File: config.mk
export PLATFORM = sky130hd
export DESIGN_NAME = box_sum_3x3_line_buffer_core
export DESIGN_NICKNAME = d
export VERILOG_FILES = /design/src/rtl/bs3_pkg.sv /design/src/rtl/bs3_front.sv /design/src/rtl/bs3_back.sv /design/src/rtl/bs3_res_fifo.sv /design/src/rtl/box_sum_3x3_line_buffer_core.sv
export SDC_FILE = /design/constraint.sdc
export NUM_CORES = 2
export LEC_CHECK = 0
export ABC_AREA = 1
export BUFFER_PORTS_ARGS = -buffer_cell sky130_fd_sc_hd__buf_2
export CORE_MARGIN = 4
export CORE_UTILIZATION = 65
export CTS_BUF_LIST = sky130_fd_sc_hd__clkbuf_4
export CTS_CLUSTER_SIZE = 20
export DETAILED_ROUTE_END_ITERATION = 16
export PLACE_DENSITY = 0.82
export SYNTH_ARGS = -nofsm -noshare
export SYNTH_HDL_FRONTEND = slang
export SYNTH_SLANG_ARGS = --single-unit
export TNS_END_PERCENT = 10
File: constraint.sdc
create_clock -name clk -period 6.2 [get_ports clk]
set_clock_uncertainty 0.05 [all_clocks]
set_input_delay 0.31 -clock clk [delete_from_list [all_inputs] [get_ports clk]]
set_output_delay 0.31 -clock clk [all_outputs]
set_load 0.005 [all_outputs]
File: src/rtl/bs3_pkg.sv
`timescale 1ns / 1ps

package bs3_pkg;

  // Width of the image size register and of the padded row and column counters.
  localparam int SIZE_W = 6;

  // Image size after reset.
  localparam logic [SIZE_W-1:0] IMAGE_SIZE_RESET = 6'd28;

  // Register index of the image size register in the configuration space.
  localparam logic REG_IMAGE_SIZE = 1'b0;

  // Result queue geometry.
  localparam int RES_DEPTH = 4;
  localparam int RES_PTR_W = 2;
  localparam int RES_LVL_W = 3;

  // Frame settings that the configuration block hands to the window engine.
  typedef struct packed {
    logic [SIZE_W-1:0] n;        // effective image size
    logic [SIZE_W-1:0] w_last;   // last padded row and column, n + 1
    logic              restart;  // size write, return to the frame origin
  } frame_cfg_t;

  // Clamp a written size into 1 .. hi.
  function automatic logic [SIZE_W-1:0] clamp_size(input logic [SIZE_W-1:0] sz,
                                                   input logic [SIZE_W-1:0] hi);
    logic [SIZE_W-1:0] res;
    res = sz;
    if (sz == '0) begin
      res = SIZE_W'(1);
    end else if (sz > hi) begin
      res = hi;
    end
    return res;
  endfunction

endpackage

File: src/rtl/bs3_front.sv
`timescale 1ns / 1ps

module bs3_front #(
  parameter int DATA_WIDTH = 16
) (
  input  logic                  clk,
  input  logic                  rst_n,
  input  logic                  push,
  output logic                  full,
  input  logic [DATA_WIDTH-1:0] in_pixel,
  output logic                  pix_valid,
  output logic [DATA_WIDTH-1:0] pix_data,
  input  logic                  pix_take
);
  import bs3_pkg::*;

  logic [DATA_WIDTH-1:0] slot_r [2];
  logic                  wr_ptr_r, wr_ptr_nxt;
  logic                  rd_ptr_r, rd_ptr_nxt;
  logic [1:0]            count_r, count_nxt;
  logic                  do_push;
  logic                  do_pop;

  // Transfer handshakes on both sides of the pixel queue.
  assign full      = (count_r == 2'd2);
  assign do_push   = push && !full;
  assign pix_valid = (count_r != 2'd0);
  assign do_pop    = pix_take && pix_valid;
  assign pix_data  = slot_r[rd_ptr_r];

  // Pointer and occupancy update.
  always_comb begin
    wr_ptr_nxt = do_push ? ~wr_ptr_r : wr_ptr_r;
    rd_ptr_nxt = do_pop ? ~rd_ptr_r : rd_ptr_r;
    count_nxt  = count_r;
    if (do_push && !do_pop) begin
      count_nxt = count_r + 2'd1;
    end else if (do_pop && !do_push) begin
      count_nxt = count_r - 2'd1;
    end
  end

  always_ff @(posedge clk) begin
    if (!rst_n) begin
      wr_ptr_r <= 1'b0;
      rd_ptr_r <= 1'b0;
      count_r  <= 2'd0;
    end else begin
      wr_ptr_r <= wr_ptr_nxt;
      rd_ptr_r <= rd_ptr_nxt;
      count_r  <= count_nxt;
    end
  end

  // Pixel storage needs no reset.
  always_ff @(posedge clk) begin
    if (do_push) begin
      slot_r[wr_ptr_r] <= in_pixel;
    end
  end

endmodule

File: src/rtl/bs3_back.sv
`timescale 1ns / 1ps

module bs3_back #(
  parameter int LINE_DEPTH = 64,
  parameter int DATA_WIDTH = 16
) (
  input  logic                            clk,
  input  logic                            rst_n,
  input  bs3_pkg::frame_cfg_t             cfg,
  input  logic                            pix_valid,
  input  logic [DATA_WIDTH-1:0]           pix_data,
  output logic                            pix_take,
  input  logic [bs3_pkg::RES_LVL_W-1:0]   res_level,
  output logic                            res_push,
  output logic [DATA_WIDTH-1:0]           res_sum,
  output logic                            res_last
);
  import bs3_pkg::*;

  localparam int COL_W = (LINE_DEPTH > 1) ? $clog2(LINE_DEPTH) : 1;

  // Padded raster position of the next visit.
  logic [SIZE_W-1:0]     row_r, row_nxt;
  logic [SIZE_W-1:0]     col_r, col_nxt;
  logic                  interior;
  logic                  at_last_col;
  logic                  room;
  logic                  fire;
  logic [RES_LVL_W-1:0]  used;

  // Line stores: two padded rows above the current one.
  logic [DATA_WIDTH-1:0] upper_mem [LINE_DEPTH];
  logic [DATA_WIDTH-1:0] lower_mem [LINE_DEPTH];
  logic [DATA_WIDTH-1:0] up_rd_r;
  logic [DATA_WIDTH-1:0] lo_rd_r;

  // Second stage: line store update and column sum.
  logic                  b_valid_r;
  logic [COL_W-1:0]      b_col_r;
  logic [DATA_WIDTH-1:0] b_pix_r;
  logic                  b_due_r;
  logic                  b_last_r;
  logic [DATA_WIDTH-1:0] col_sum;

  // Window held as three column sums, oldest first.
  logic [DATA_WIDTH-1:0] cs_r [3];

  // Third stage: window sum into the result queue.
  logic                  c_push_r;
  logic                  c_last_r;

  // Classify the current position and decide whether it can be visited.
  assign interior    = (row_r != '0) && (row_r <= cfg.n) &&
                       (col_r != '0) && (col_r <= cfg.n);
  assign at_last_col = (col_r == cfg.w_last);
  assign used        = res_level + RES_LVL_W'(b_valid_r) + RES_LVL_W'(c_push_r);
  assign room        = (used < RES_LVL_W'(RES_DEPTH));
  assign fire        = room && !cfg.restart && (!interior || pix_valid);
  assign pix_take    = fire && interior;

  // Walk the padded raster one position per visit.
  always_comb begin
    row_nxt = row_r;
    col_nxt = col_r;
    if (cfg.restart) begin
      row_nxt = '0;
      col_nxt = '0;
    end else if (fire) begin
      if (at_last_col) begin
        col_nxt = '0;
        row_nxt = (row_r == cfg.w_last) ? '0 : row_r + SIZE_W'(1);
      end else begin
        col_nxt = col_r + SIZE_W'(1);
      end
    end
  end

  always_ff @(posedge clk) begin
    if (!rst_n) begin
      row_r     <= '0;
      col_r     <= '0;
      b_valid_r <= 1'b0;
      c_push_r  <= 1'b0;
    end else begin
      row_r     <= row_nxt;
      col_r     <= col_nxt;
      b_valid_r <= fire;
      c_push_r  <= b_valid_r && b_due_r;
    end
  end

  // Line store read on a visit, write back in the following cycle.
  always_ff @(posedge clk) begin
    if (fire) begin
      up_rd_r <= upper_mem[col_r[COL_W-1:0]];
      lo_rd_r <= lower_mem[col_r[COL_W-1:0]];
    end
    if (b_valid_r) begin
      upper_mem[b_col_r] <= lo_rd_r;
      lower_mem[b_col_r] <= b_pix_r;
    end
  end

  // Second stage payload.
  always_ff @(posedge clk) begin
    if (fire) begin
      b_col_r  <= col_r[COL_W-1:0];
      b_pix_r  <= interior ? pix_data : '0;
      b_due_r  <= (row_r >= SIZE_W'(2)) && (col_r >= SIZE_W'(2));
      b_last_r <= (row_r == cfg.w_last) && at_last_col;
    end
  end

  // Shift the new column into the window.
  assign col_sum = up_rd_r + lo_rd_r + b_pix_r;

  always_ff @(posedge clk) begin
    if (b_valid_r) begin
      cs_r[0]  <= cs_r[1];
      cs_r[1]  <= cs_r[2];
      cs_r[2]  <= col_sum;
      c_last_r <= b_last_r;
    end
  end

  // Window sum toward the result queue.
  assign res_push = c_push_r;
  assign res_sum  = cs_r[0] + cs_r[1] + cs_r[2];
  assign res_last = c_last_r;

endmodule

File: src/rtl/bs3_res_fifo.sv
`timescale 1ns / 1ps

module bs3_res_fifo #(
  parameter int DATA_WIDTH = 16
) (
  input  logic                          clk,
  input  logic                          rst_n,
  input  logic                          res_push,
  input  logic [DATA_WIDTH-1:0]         res_sum,
  input  logic                          res_last,
  output logic [bs3_pkg::RES_LVL_W-1:0] res_level,
  output logic                          empty,
  input  logic                          pop,
  output logic [DATA_WIDTH-1:0]         out_window_sum,
  output logic                          out_frame_end
);
  import bs3_pkg::*;

  logic [DATA_WIDTH-1:0] sum_r  [RES_DEPTH];
  logic                  last_r [RES_DEPTH];
  logic [RES_PTR_W-1:0]  wr_ptr_r, wr_ptr_nxt;
  logic [RES_PTR_W-1:0]  rd_ptr_r, rd_ptr_nxt;
  logic [RES_LVL_W-1:0]  level_r, level_nxt;
  logic                  do_pop;

  // Head of the queue drives the result ports.
  assign empty          = (level_r == '0);
  assign do_pop         = pop && !empty;
  assign res_level      = level_r;
  assign out_window_sum = sum_r[rd_ptr_r];
  assign out_frame_end  = last_r[rd_ptr_r];

  // Pointer and level update; the engine never pushes into a full queue.
  always_comb begin
    wr_ptr_nxt = res_push ? wr_ptr_r + RES_PTR_W'(1) : wr_ptr_r;
    rd_ptr_nxt = do_pop ? rd_ptr_r + RES_PTR_W'(1) : rd_ptr_r;
    level_nxt  = level_r;
    if (res_push && !do_pop) begin
      level_nxt = level_r + RES_LVL_W'(1);
    end else if (do_pop && !res_push) begin
      level_nxt = level_r - RES_LVL_W'(1);
    end
  end

  always_ff @(posedge clk) begin
    if (!rst_n) begin
      wr_ptr_r <= '0;
      rd_ptr_r <= '0;
      level_r  <= '0;
    end else begin
      wr_ptr_r <= wr_ptr_nxt;
      rd_ptr_r <= rd_ptr_nxt;
      level_r  <= level_nxt;
    end
  end

  always_ff @(posedge clk) begin
    if (res_push) begin
      sum_r[wr_ptr_r]  <= res_sum;
      last_r[wr_ptr_r] <= res_last;
    end
  end

endmodule

File: src/rtl/box_sum_3x3_line_buffer_core.sv
`timescale 1ns / 1ps
// Channel    Direction  Ports                                 Transfer when
// input      in         push, full, in_pixel                  push && !full
// result     out        empty, pop, out_window_sum,           pop && !empty
//                       out_frame_end
// config     in/out     psel, penable, pwrite, paddr,         psel && penable && pwrite
//                       pwdata, prdata, pready
//
// The window engine visits one padded position per cycle while the result queue
// has room, no size write is under way and any pixel it needs is queued; an N x N
// image takes (N+2)*(N+2) visits; a visit's result passes the second and third stages.
// Reset is synchronous; no clearing pass is needed, the line stores are rewritten
// by the first two padded rows of every frame before they feed a sum.
// The engine stalls once queued and in-flight results would fill the result queue, and
// the pixel queue keeps accepting until it fills.

module box_sum_3x3_line_buffer_core #(
  parameter int LINE_DEPTH = 64,
  parameter int DATA_WIDTH = 16
) (
  input  logic                  clk,
  input  logic                  rst_n,
  // Input channel
  input  logic                  push,
  output logic                  full,
  input  logic [DATA_WIDTH-1:0] in_pixel,
  // Result channel
  output logic                  empty,
  input  logic                  pop,
  output logic [DATA_WIDTH-1:0] out_window_sum,
  output logic                  out_frame_end,
  // Configuration port
  input  logic                  psel,
  input  logic                  penable,
  input  logic                  pwrite,
  input  logic [2:0]            paddr,
  input  logic [31:0]           pwdata,
  output logic [31:0]           prdata,
  output logic                  pready
);
  import bs3_pkg::*;

  logic [SIZE_W-1:0]     image_size_r;
  logic [SIZE_W-1:0]     n_r;
  logic [SIZE_W-1:0]     w_last_r;
  logic [SIZE_W-1:0]     size_hi;
  logic [SIZE_W-1:0]     n_wr;
  logic [SIZE_W-1:0]     n_rst;
  logic                  size_wr;
  frame_cfg_t            frame_cfg;

  logic                  pix_valid;
  logic [DATA_WIDTH-1:0] pix_data;
  logic                  pix_take;
  logic [RES_LVL_W-1:0]  res_level;
  logic                  res_push;
  logic [DATA_WIDTH-1:0] res_sum;
  logic                  res_last;

  // Configuration register decode.
  assign pready  = 1'b1;
  assign size_wr = psel && penable && pwrite && pready && (paddr[2] == REG_IMAGE_SIZE);
  assign size_hi = SIZE_W'(LINE_DEPTH - 2);
  assign n_wr    = clamp_size(pwdata[SIZE_W-1:0], size_hi);
  assign n_rst   = clamp_size(IMAGE_SIZE_RESET, size_hi);
  assign prdata  = (paddr[2] == REG_IMAGE_SIZE) ? 32'(image_size_r) : 32'd0;

  always_ff @(posedge clk) begin
    if (!rst_n) begin
      image_size_r <= IMAGE_SIZE_RESET;
      n_r          <= n_rst;
      w_last_r     <= n_rst + SIZE_W'(1);
    end else if (size_wr) begin
      image_size_r <= pwdata[SIZE_W-1:0];
      n_r          <= n_wr;
      w_last_r     <= n_wr + SIZE_W'(1);
    end
  end

  assign frame_cfg.n       = n_r;
  assign frame_cfg.w_last  = w_last_r;
  assign frame_cfg.restart = size_wr;

  // Pixel queue in front of the window engine.
  bs3_front #(
    .DATA_WIDTH(DATA_WIDTH)
  ) u_front (
    .clk       (clk),
    .rst_n     (rst_n),
    .push      (push),
    .full      (full),
    .in_pixel  (in_pixel),
    .pix_valid (pix_valid),
    .pix_data  (pix_data),
    .pix_take  (pix_take)
  );

  // Raster walker, line stores and window sum.
  bs3_back #(
    .LINE_DEPTH(LINE_DEPTH),
    .DATA_WIDTH(DATA_WIDTH)
  ) u_back (
    .clk       (clk),
    .rst_n     (rst_n),
    .cfg       (frame_cfg),
    .pix_valid (pix_valid),
    .pix_data  (pix_data),
    .pix_take  (pix_take),
    .res_level (res_level),
    .res_push  (res_push),
    .res_sum   (res_sum),
    .res_last  (res_last)
  );

  // Result queue toward the consumer.
  bs3_res_fifo #(
    .DATA_WIDTH(DATA_WIDTH)
  ) u_res_fifo (
    .clk            (clk),
    .rst_n          (rst_n),
    .res_push       (res_push),
    .res_sum        (res_sum),
    .res_last       (res_last),
    .res_level      (res_level),
    .empty          (empty),
    .pop            (pop),
    .out_window_sum (out_window_sum),
    .out_frame_end  (out_frame_end)
  );

`ifndef SYNTH
  // The engine only takes a pixel that the front queue holds.
  a_take_has_pixel: assert property (@(posedge clk) disable iff (!rst_n)
    pix_take |-> pix_valid)
    else $error("engine took a pixel from an empty queue");

  // Credit accounting keeps the result queue from overflowing.
  a_res_no_overflow: assert property (@(posedge clk) disable iff (!rst_n)
    res_push |-> (res_level < RES_LVL_W'(RES_DEPTH)) || (pop && !empty))
    else $error("result pushed into a full queue");

  // A size write never consumes a pixel in the same cycle.
  a_restart_no_take: assert property (@(posedge clk) disable iff (!rst_n)
    size_wr |-> !pix_take)
    else $error("pixel consumed during a frame restart");
`endif

endmodule
==> impl_metrics.json <==
{
  "status": "finished clean",
  "num_rows": 137,
  "gp_congestion": 0.868,
  "num_vias": 62400,
  "grt_max_degree": 201,
  "max_freq_mhz": 209,
  "syn_area_um2": 91600,
  "ys_types": 40,
  "startpoint": "penable",
  "relSlewSlack_pct": 27.0,
  "ir_worst_vdd_mv": 0.368,
  "crit_type": "in -> reg",
  "synth_edf_count": 2253,
  "ys_seq_area_share_pct": 74.8,
  "routed_via_density": 6.44,
  "cp.required_ns": 7.05,
  "io_pins": 110,
  "ys_seq_elements": 2298,
  "htreeDepth": 6,
  "p_sw_uw": 16100,
  "drt_iter0_drc": 10400,
  "ctsLongestPathBuffers": 4,
  "grtUsageMet3_pct": 8.06,
  "gr-max-usage-layer": "met2",
  "cts_resized": 0,
  "worst_slew_pin_slew_ns": 1.10,
  "rsz0062_at_grt": "false",
  "syn2layout_area_growth_pct": 10.5,
  "setup_viol": 0,
  "maxCapViolCount": 0,
  "async_reset_ff_share_pct": 0,
  "period_needed_ns": 4.78,
  "cts_tree": "yes",
  "antenna_found_initial": 11,
  "hold_viol_final": 0,
  "holdCritStartpoint": "pwdata[0]",
  "final_layout_size_suffix_gt1_share_pct": 14.5,
  "regToRegStartpoint": "u_back.col_r[1]",
  "cts-root-buf": "clkbuf_4",
  "power_frac_seq_pct": 45.5,
  "place_hpwl_mm": 123,
  "cts_buffers": 563,
  "avgSynthCellArea_um2": 13.0,
  "powerDensity_nw_per_um2": 458,
  "track_usage_pct": 32.8,
  "gr-usage-met1_pct": 42.5,
  "netlist_instances": 7068,
  "post-route-drc-count": 0,
  "min_path_cells": 6,
  "path_clk_slew_ns": 0.07,
  "grt_overflow": 0,
  "drtAntennaViolNets": 0,
  "power.internal_uw": 30200,
  "yosysWarnings": 0,
  "synth_ff_type": "edfxtp_1",
  "port_buffers": 54,
  "clkPwrFrac_pct": 26.2,
  "grt_pass1_vias": 60800,
  "fin_tns_setup_ns": 0,
  "clock_latency_ns": 1.29,
  "grt_first_pass_wirelength_mm": 359,
  "leakagePower_uw": 0.0347,
  "p_comb_share_pct": 28.3,
  "r2r-end": "u_back.up_rd_r[4]",
  "numPlacedInstances": 8707,
  "cts.sinks": 2298,
  "cp.arrival_ns": 5.63,
  "reg2reg_slack_ns": 2.20,
  "avgRoutedWirePerCell_um": 25.3,
  "critPathMaxFanout": 29,
  "grtUsageMet2_pct": 50.9,
  "cp-end-kind": "flop",
  "wl_mm": 245,
  "switching_share_pct": 34.8,
  "die_h_um": 383,
  "start_util_pct": 65.6,
  "coreArea_um2": 140000,
  "slew_viol_final": 0,
  "worst_slack_ns": 1.42,
  "pre_cts_slack_ns": 2.48,
  "layout.cells.non_filler": 9683,
  "critPathLaunchType": "input port",
  "nets": 7606,
  "dieArea_um2": 147000,
  "firstDrtPassIters": 10,
  "fp.dieW_um": 383,
  "timing.final.crit_share_pct": 77.1,
  "worstHoldPathType": "in -> reg",
  "worstHoldEndpoint": "n_r[0]",
  "ff2ff_path_depth": 8,
  "hold_slack_ns": 0.137
}
layout make-up:
cell class / instances / area, µm²
Clock inverter: 107 / 757
Multi-Input combinational cell: 4188 / 20800
Inverter: 143 / 568
Clock buffer: 798 / 5990
Tap cell: 1876 / 2350
Timing Repair Buffer: 267 / 2210
Sequential cell: 2298 / 68600
Fill cell: 8336 / 38500
Antenna cell: 6 / 15.0
critical path: stages:
cell           delay, ns
dlygate4sd3_1       0.56
buf_2               0.14
dlygate4sd3_1       0.57
nand2_1             0.08
dlygate4sd3_1       0.64
nor3_2              0.06
dlygate4sd3_1       0.57
buf_4               0.21
inv_1               0.20
o21ai_0             0.15
a21oi_2             0.60
nand2_2             0.27
inv_2               0.73
buf_4               0.52
Yosys cell counts, types with 6 or more instances:
library cell	n	area share (%)
a21oi_1	168	0.92
buf_1	23	0.094
buf_2	149	0.81
buf_4	47	0.39
buf_6	27	0.33
clkbuf_1	218	0.89
dfxtp_1	45	0.98
edfxtp_1	2253	74
fa_1	33	0.72
ha_1	54	0.74
inv_1	139	0.57
nand2_1	745	3.1
nand3_1	86	0.47
nand4_1	90	0.61
nor2_1	1304	5.3
nor3_1	18	0.098
o21ai_0	1031	5.6
o21ai_1	66	0.36
o22ai_1	490	3.3
o31ai_1	6	0.049
xnor2_1	11	0.11
xor2_1	37	0.35
cells by family after synthesis:
family                   count (synthesis)  share of synthesized area [%]
AND/OR/NAND/NOR                       2254                           9.72
adder cells (fa/ha/maj)                 87                           1.46
buffers and inverters                  607                           3.11
XOR/XNOR                                48                          0.459
other                                    2                        0.00820
flip-flops                            2298                           74.8
AO/OA/AOI/OAI                         1772                           10.4
layout by cell type, fill, tap and decap left out, types with 14 or more instances in the layout:
cell,synthesis,layout
nor3_1,18,17
clkbuf_4,0,798
inv_1,139,135
fa_1,33,33
inv_2,2,21
edfxtp_1,2253,2253
a21oi_1,168,168
buf_4,47,134
dfxtp_1,45,41
nor2_1,1304,1238
clkinv_1,1,70
buf_12,0,14
conb_1,2,27
xor2_1,37,37
nand4_1,90,90
dlygate4sd3_1,0,65
buf_2,149,54
nand3_1,86,86
o22ai_1,490,490
nor2_4,0,66
ha_1,54,54
o21ai_0,1031,1031
o21ai_1,66,66
nand2_1,745,745
registers in the layout (all words and copies together) (netlist names), 4 cells and up, named ones only:
register / count
n_r: 6
u_back.b_pix_r: 16
w_last_r: 6
u_back.lo_rd_r: 16
u_back.b_col_r: 6
u_back.cs_r: 48
u_res_fifo.last_r: 4
image_size_r: 6
u_res_fifo.sum_r: 64
u_back.row_r: 6
u_back.up_rd_r: 16
u_back.lower_mem: 1024
u_front.slot_r: 32
u_back.upper_mem: 1024
u_back.col_r: 6
metal layers:
| metal | part of all wire [%] | up-vias |
|---|---|---|
| met4 | 6.3 | 6 |
| met3 | 14 | 936 |
| met5 | 0.020 | - |
| met1 | 34 | 29600 |
| met2 | 46 | 4985 |
| li1 | - | 26800 |
through the flow:
step	util [%]	total power (µW)	instance area, µm²
detailed placement	67.2	34000	93800
global placement	67.2	33300	93800
CTS	72.5	46000	101000
finish	72.5	46300	101000
floorplan	-	29600	91700
global route	72.5	48400	101000
power groups by stage:
stage	logic (µW)	clock network (µW)	registers (µW)
6_report	13100	12100	21100
3_3_place_gp	11900	0	21300
4_1_cts	12700	12200	21000
2_1_floorplan	7560	0	22100
3_5_place_dp	12600	0	21400
5_1_grt	14200	13100	21100
how the worst max path moves through the flow:
stage | to | slack, ns | cells past startpoint
floorplan | u_back.lower_mem[10][0] | 2.30 | 3
global placement | u_back.b_col_r[4] | 2.53 | 12
detailed placement | u_back.upper_mem[16][13] | 2.48 | 4
CTS | u_back.lo_rd_r[15] | 1.87 | 14
global route | u_back.lo_rd_r[15] | 1.36 | 14
finish | u_back.b_col_r[5] | 1.42 | 14
repair_timing:
item / CTS / global route
endpoints found under the setup margin: 0 / 0
hold buffers: 65 / 0
endpoints found under the hold margin: 107 / 0
setup buffers: 0 / 0
Power figures use the tool's default switching activity.
